## src/sv/bmd_ram.sv

```systemverilog
// ----------------------------------------------------------------------------
// bmd_ram: generic simple dual-port memory
// One write port and one read port, read data registered.
// ----------------------------------------------------------------------------
`default_nettype none

module bmd_ram #(
    parameter int WIDTH = 8,
    parameter int DEPTH = 16
) (
    input  wire logic                             clk,
    input  wire logic                             wr_en,
    input  wire logic [$clog2(DEPTH)-1:0]         wr_addr,
    input  wire logic [WIDTH-1:0]                 wr_data,
    input  wire logic                             rd_en,
    input  wire logic [$clog2(DEPTH)-1:0]         rd_addr,
    output logic      [WIDTH-1:0]                 rd_data
);

    logic [WIDTH-1:0] store_reg [DEPTH];
    logic [WIDTH-1:0] rd_data_reg;

    // Write and registered read
    always_ff @(posedge clk)
    begin
        if (wr_en)
        begin
            store_reg[wr_addr] <= wr_data;
        end
        if (rd_en)
        begin
            rd_data_reg <= store_reg[rd_addr];
        end
    end

    assign rd_data = rd_data_reg;

endmodule

`default_nettype wire

```

## config.mk

```make
export PLATFORM = sky130hd
export DESIGN_NAME = bmd_ram
export DESIGN_NICKNAME = d
export VERILOG_FILES = /design/src/sv/bmd_ram.sv
export SDC_FILE = /design/constraint.sdc
export NUM_CORES = 1
export LEC_CHECK = 0
export BUFFER_PORTS_ARGS = -buffer_cell sky130_fd_sc_hd__clkbuf_2
export CAP_MARGIN = 20
export CORE_MARGIN = 4
export CORE_UTILIZATION = 60
export DETAILED_ROUTE_END_ITERATION = 10
export PLACE_DENSITY = 0.84
export SLEW_MARGIN = 20
export SYNTH_ARGS = -nofsm -noshare
export SYNTH_HDL_FRONTEND = slang
export SYNTH_SLANG_ARGS = --single-unit
```

## constraint.sdc

```tcl
create_clock -name clk -period 2.12 [get_ports clk]
set_input_delay 0.106 -clock clk [delete_from_list [all_inputs] [get_ports clk]]
set_output_delay 0.106 -clock clk [all_outputs]
set_load 0.05 [all_outputs]
```

# Yosys cells after proc, flatten, opt, wreduce, memory -nomap -nowiden
# Memories as Yosys holds them, arrays and structs flattened. A register that Yosys moved wholly into a read port is not among the register bits.
# Index checks and enable logic that the tools add are counted.
# totals
register_bits	0
ramBits	128
in_bits	19
output_inout_bits	8
word_cells	3
n_memories	1
# memory_table
name	words	width	read_ports	rd_clocked_by_memory_dff	wr	line	text
store_reg	16	8	1	1	1	20	logic [WIDTH-1:0] store_reg [DEPTH];
# classes
n_mux	2
# ops
cell	n
2-to-1 mux 1 bit	2

# Longest topological paths before layout
# Gate-level depths: netlist of the first run.
# depth
ltp_word	2
mapped_depth	5
mapped_depth_nobuf	3

# Least setup slack after synthesis of the first run
# OpenSTA, ideal clock, no wires.
# synth_path
path_type	input to register
startpoint	input port wr_addr[2]
endpoint	memory store_reg[0][0], enable pin
arrival_ps	1216
required_time_ps	1737
slack_ps	521
cell_stages	2
n_path_buf	0
path_cell_list	or3b_2 -> nor3_1
# synth_rtl
element	line	text
from (decl)	13	input wire logic [$clog2(DEPTH)-1:0] wr_addr,
to (decl)	20	
# No word-level cell before the write port.

==> summary.md, run 1 <==
| Metric | Value |
|---|---|
| Average cell area after synthesis | 22.8 µm² |
| Number of diodes | 0 |
| Drt first-iter violations | 355 |
| Skew-Pair Late Insertion Delay | 0.52 ns |
| Worst Hold Slack | 0.0157 ns |
| Least-Margin Pin Slew | 0.835 ns |
| Endpoints failing hold | 0 |
| Max reg flops | 128 |
| DR DRC count | 0 |
| Grt total ovfl | 0 |
| Routability cong. | 0.806 |
| Unrepaired setup endpoints after global routing | false |
| Final WL | 11000 µm |
| Post-Syn Area | 5230 µm² |
| Clock-pin slew on the worst setup and hold paths | 0.06 ns |
| GRT met3 Usage | 7.58% |
| Vias in the first global route | 2639 |
| Critical path class | reg2reg |
| Leakage | 2.11 nW |
| Max Cap Viol | 0 |
| Power Total | 0.00633 W |
| Clock Path Buffers | 2 |
| Cell variety after synth | 18 |
| CTS tree | yes |
| Status | finished clean |
| Global route hottest layer | met2 |
| Slew margin rel. | 44.1% |
| Critical Path End Type | register |
| Area Growth Syn to Fin | 18.1% |
| Pin count of the biggest net entering global routing | 33 |
| # Post-CTS Setup Buffers | 0 |
| Data required time of the worst path | 2.39 ns |
| Hold-fix buffer count after cts | 3 |
| Post-layout nets | 304 |
| Clock root buffer | clkbuf_8 |
| Die height | 101 µm |
| Final Max Tran Viols | 0 |
| Max Fanout on Critical Path | 1 |
| Via count | 2642 |
| Synth top area share | 78.1% |
| Pre-antenna DRT Iters | 5 |
| H-tree depth | 4 |
| Starting Density | 62.7% |
| First-pass GRT wire length | 16700 µm |
| Final setup margin | 0.620 ns |
| Sequential power share | 48.2% |
| Dpl ws | 0.444 ns |
| Setup_tns | 0 ns |
| Syn_nets | 248 |
| Initial antenna violation count | 0 |
| Net Sw Frac | 20.4% |
| Post-synthesis sequential area ratio | 78.1% |
| Fillcell total | 464 |
| Met2 Resource Use GR | 35.4% |
| Port buffer count | 26 |
| Resize count post-CTS | 0 |
| Int Power | 0.00504 W |
| I/O pin count | 27 |
| M1 GR Usage | 34.7% |
| Clock Skew | 0.00826 ns |
| Yosys reg bits | 136 |
| HPWL after DPL | 6240 µm |
| Via density | 6.57 |
| Yosys warning count | 0 |
| Post-DRT Antenna Nets | 0 |
| Total CTS buffers | 17 |
| Sink Count | 136 |
| Logic gate share of total power | 5.2% |
| Share of cells above drive strength 1 | 31.0% |
| F_max | 667 MHz |
| Synth top area cells | edfxtp_1 (78%), mux4_2 (7.8%), mux4_1 (7.0%) |
| Total GRT Usage | 23.7% |
| Peak supply drop | 0.704 mV |
| Post-Syn Instances | 229 |
| Hold crit path type | in2reg |
| Crit path DAT | 1.77 ns |
| Core area | 8340 µm² |
| Die Footprint | 10300 µm² |
| Net Switching | 0.00129 W |
| Row count | 33 |
| DIE WIDTH | 101 µm |
| Wire per inst | 27.3 µm |
| # setup viols final | 0 |
| Synth area leader | edfxtp_1 |
| Crit path launch type | register |
| Final Critical Period | 1.50 ns |
| Final Cycle Share | 70.8% |
| Pwr/cell area | 1020 nW/µm² |
| Power share of the clock group | 46.6% |
==> final cells by class <==
class / count / area [µm²] / area share, %
Multi-Input combinational cell: 83 / 1060 / 17.1
Timing Repair Buffer: 47 / 308 / 4.98
Tap cell: 105 / 131 / 2.13
Clock inverter: 14 / 181 / 2.94
Clock buffer: 17 / 414 / 6.71
Sequential cell: 136 / 4080 / 66.1
==> worst max-delay path, cell delays in order, from the launching register on <==
cell,delay (ns)
edfxtp_1,0.37
mux4_1,0.51
a22oi_1,0.29
nand2_1,0.08
==> final timing paths <==
path,from,endpoint,slack (ns),cells past startpoint
setup / recovery,store_reg[1][1],rd_data[1],0.62,3
hold / removal,wr_data[5],store_reg[7][5],0.02,1
setup reg to reg,store_reg[1][1],rd_data[1],0.62,3
hold reg to reg,store_reg[11][3],rd_data[3],0.77,3
==> layout by cell type (no fill, tap or decap), types with 2 or more instances in the layout <==
cell type	netlist	layout
a22oi_1	16	16
buf_4	1	17
bufinv_16	0	4
clkbuf_16	0	16
clkbuf_2	0	26
clkinv_1	0	2
clkinv_2	0	3
clkinvlp_4	0	4
dlygate4sd3_1	0	3
edfxtp_1	136	136
mux4_1	14	14
mux4_2	18	18
nand2_1	9	9
nand2b_1	2	2
nand3b_1	2	2
nor2_1	13	13
nor3_1	4	4
==> cell families after synthesis <==
family / Yosys count / synth area share, %
buffers and inverters: 10 / 1.65
flip-flops: 136 / 78.1
AND/OR/NAND/NOR: 35 / 3.14
AO/OA/AOI/OAI: 16 / 2.30
multiplexers: 32 / 14.8
==> power groups by stage <==
stage          sequential (W)  clock [W]  combinational [W]
2_1_floorplan         0.00314          0           0.000153
3_3_place_gp          0.00310          0           0.000306
3_5_place_dp          0.00310          0           0.000317
4_1_cts               0.00305    0.00298           0.000329
5_1_grt               0.00305    0.00312           0.000350
6_report              0.00305    0.00295           0.000328
==> cell usage after synthesis <==
| cell | instances |
|---|---|
| nor3_1 | 4 |
| a22oi_1 | 16 |
| clkdlybuf4s25_2 | 3 |
| and2_1 | 1 |
| buf_4 | 1 |
| nand3b_1 | 2 |
| nand2_1 | 9 |
| nor2b_1 | 1 |
| edfxtp_1 | 136 |
| nor2_1 | 13 |
| buf_2 | 3 |
| nand2b_1 | 2 |
| nand3_1 | 1 |
| mux4_1 | 14 |
| buf_6 | 3 |
| and2b_1 | 1 |
| mux4_2 | 18 |
| or3b_2 | 1 |
==> routing by layer <==
| layer | wire length [µm] | up-vias |
|---|---|---|
| met4 | 137 | 0 |
| li1 | - | 1090 |
| met3 | 972 | 15 |
| met1 | 4490 | 1383 |
| met2 | 5380 | 154 |
| met5 | 0 | - |
==> metrics by stage <==
stage | instances | utilization, % | area, µm²
floorplan | 229 | - | 5230
global placement | 368 | 66.5 | 5550
detailed placement | 368 | 66.5 | 5550
CTS | 402 | 74.0 | 6180
global route | 402 | 74.0 | 6180
finish | 402 | 74.0 | 6180
(Power assumes the default switching activity.)
==> run 2, diff against run 1 <==
==> constraint.sdc (replaced) <==
create_clock -name clk -period 1.55 [get_ports clk]
set_input_delay 0.0775 -clock clk [delete_from_list [all_inputs] [get_ports clk]]
set_output_delay 0.0775 -clock clk [all_outputs]
set_load 0.05 [all_outputs]
==> run 2 against run 1 <==
  * The run now ends with negative hold slack left
  * Power increased by 30%
  * Design area fell by 0.26%
  * Hold slack worse by 0.017 ns
  * Routed wire length up 4.0%
  * Worst setup slack got worse by 0.60 ns
==> summary.md, run 2 (synthesis gave the netlist of run 1 again) <==
| Metric | Value |
|---|---|
| DIE WIDTH | 101 µm |
| Port buffer count | 26 |
| Highest routed layer | met4 |
| Die height | 101 µm |
| I/O pin count | 27 |
| Pwr/cell area | 1340 nW/µm² |
| Share of cells above drive strength 1 | 33.7% |
| Non-Filler Instances | 405 |
| H-tree depth | 4 |
| Clock Skew | 0.00641 ns |
| Least-Margin Pin Slew | 0.469 ns |
| Post-layout nets | 308 |
| Total GRT Usage | 24.6% |
| Sink Count | 136 |
| Final Max Tran Viols | 0 |
| Commonest non-fill, non-tap cell in the layout | edfxtp_1 |
| Multi-input gate area | 1070 µm² |
| Row count | 33 |
| Slew margin rel. | 68.7% |
| Placed insts | 374 |
| M1 wire length | 4240 µm |
| Sequential cell area | 4080 µm² |
| HPWL after DPL | 7020 µm |
| DR DRC count | 0 |
| Peak supply drop | 0.893 mV |
| Post-DRT Antenna Nets | 0 |
| Final WL | 11400 µm |
| Wire per inst | 28.2 µm |
| Via density | 6.52 |
| # setup viols final | 0 |
| Final instance area | 6160 µm² |
| Endpoints failing hold | 2 |
| Skew-Pair Late Insertion Delay | 0.51 ns |
| Final setup margin | 0.0171 ns |
| Leakage | 2.11 nW |
| Max Fanout on Critical Path | 1 |
| Clock root buffer | clkbuf_8 |
| Critical path's slowest cell | mux4_2 |
| Via count | 2640 |
| Die Footprint | 10300 µm² |
| Final Cycle Share | 98.9% |
| First-pass GRT wire length | 17100 µm |
| Worst path max stage delay | 0.54 ns |
| Fillcell total | 457 |
| Final Critical Period | 1.53 ns |
| Pin count of the biggest net entering global routing | 21 |
| Area post-placement | 5610 µm² |
| Crit path DAT | 1.78 ns |
| Core area | 8340 µm² |
| Area Growth Syn to Fin | 17.8% |
| Crit path launch type | register |
| Most frequent cells in the layout | edfxtp_1 (136), clkbuf_2 (26), buf_4 (22) |
| # Post-CTS Setup Buffers | 0 |
| Worst Hold Slack | -0.00107 ns |
| Initial antenna violation count | 0 |
| Dpl ws | -0.0947 ns |
| Pre-antenna DRT Iters | 5 |
| Hold crit path type | in2reg |
| Routability cong. | 0.737 |
| Number of diodes | 0 |
| CP Cell Sequence | mux4_2 > a22oi_2 > nand2_1 |
| CTS tree | yes |
| Max reg flops | 128 |
| Clock-pin slew on the worst setup and hold paths | 0.06 ns |
| Critical Path End Type | register |
| Vias in the first global route | 2675 |
| Starting Density | 62.7% |
| Met3 wire len | 1150 µm |
| Power Total | 0.00824 W |
| Total CTS buffers | 17 |
| Violated checks | negative hold slack |
| Drt first-iter violations | 341 |
| Clock Path Buffers | 2 |
| Critical path class | reg2reg |
| Grt total ovfl | 0 |
| F_max | 652 MHz |
| Status | complete, but fails checks |
| Max Cap Viol | 0 |
| Met2 WL | 5860 µm |
| Data required time of the worst path | 1.80 ns |
==> run 2: layer usage <==
layer / vias up / global-route usage, %
met5: - / 0
met4: 0 / 7.26
met3: 17 / 6.34
met2: 189 / 39.6
met1: 1334 / 33.9
li1: 1100 / -
==> run 2: worst max-delay path: cells and delay by family, from the launching register on <==
kind / cells / cell delay (ns)
AOI/OAI and AO/OA: 1 / 0.23
DFF: 1 / 0.41
muxes: 1 / 0.54
and+or+nand+nor: 1 / 0.09
==> run 2: power breakdown <==
part	leakage, nW	switching, W	internal [W]	total [W]
logic	0.611	0.000299	0.000174	0.000473
clock network	0.258	0.00136	0.00223	0.00359
registers	1.24	0.0000297	0.00415	0.00418
total	2.11	0.00169	0.00655	0.00824
==> run 2: final cells by class <==
type,count,share of cell area [%]
Multi-Input combinational cell,83,17.4
Clock inverter,12,1.81
Sequential cell,136,66.3
Timing Repair Buffer,51,5.61
Clock buffer,18,6.78
Tap cell,105,2.13
==> run 2: repair_timing <==
item | in CTS | in global routing
gates resized for setup | 0 | 5
endpoints found under the setup margin | 0 | 3
hold buffers | 1 | 0
endpoints found under the hold margin | 8 | 0
==> run 2: path summary, 6_finish.rpt <==
kind | start | endpoint | slack [ns] | cells past startpoint
max | store_reg[3][1] | rd_data[1] | 0.02 | 3
min | wr_data[1] | store_reg[12][1] | -0.001 | 1
max reg2reg | store_reg[3][1] | rd_data[1] | 0.02 | 3
min reg2reg | store_reg[4][0] | rd_data[0] | 0.78 | 3
==> run 2: metrics by stage <==
step	hold WS (ns)	utilization, %	setup TNS, ns
finish	-0.00107	73.9	0
global route	0.0153	73.9	-0.00300
CTS	0.00482	73.8	0
detailed placement	0.521	67.3	-0.483
global placement	0.491	67.3	-0.274
floorplan	0.176	-	0
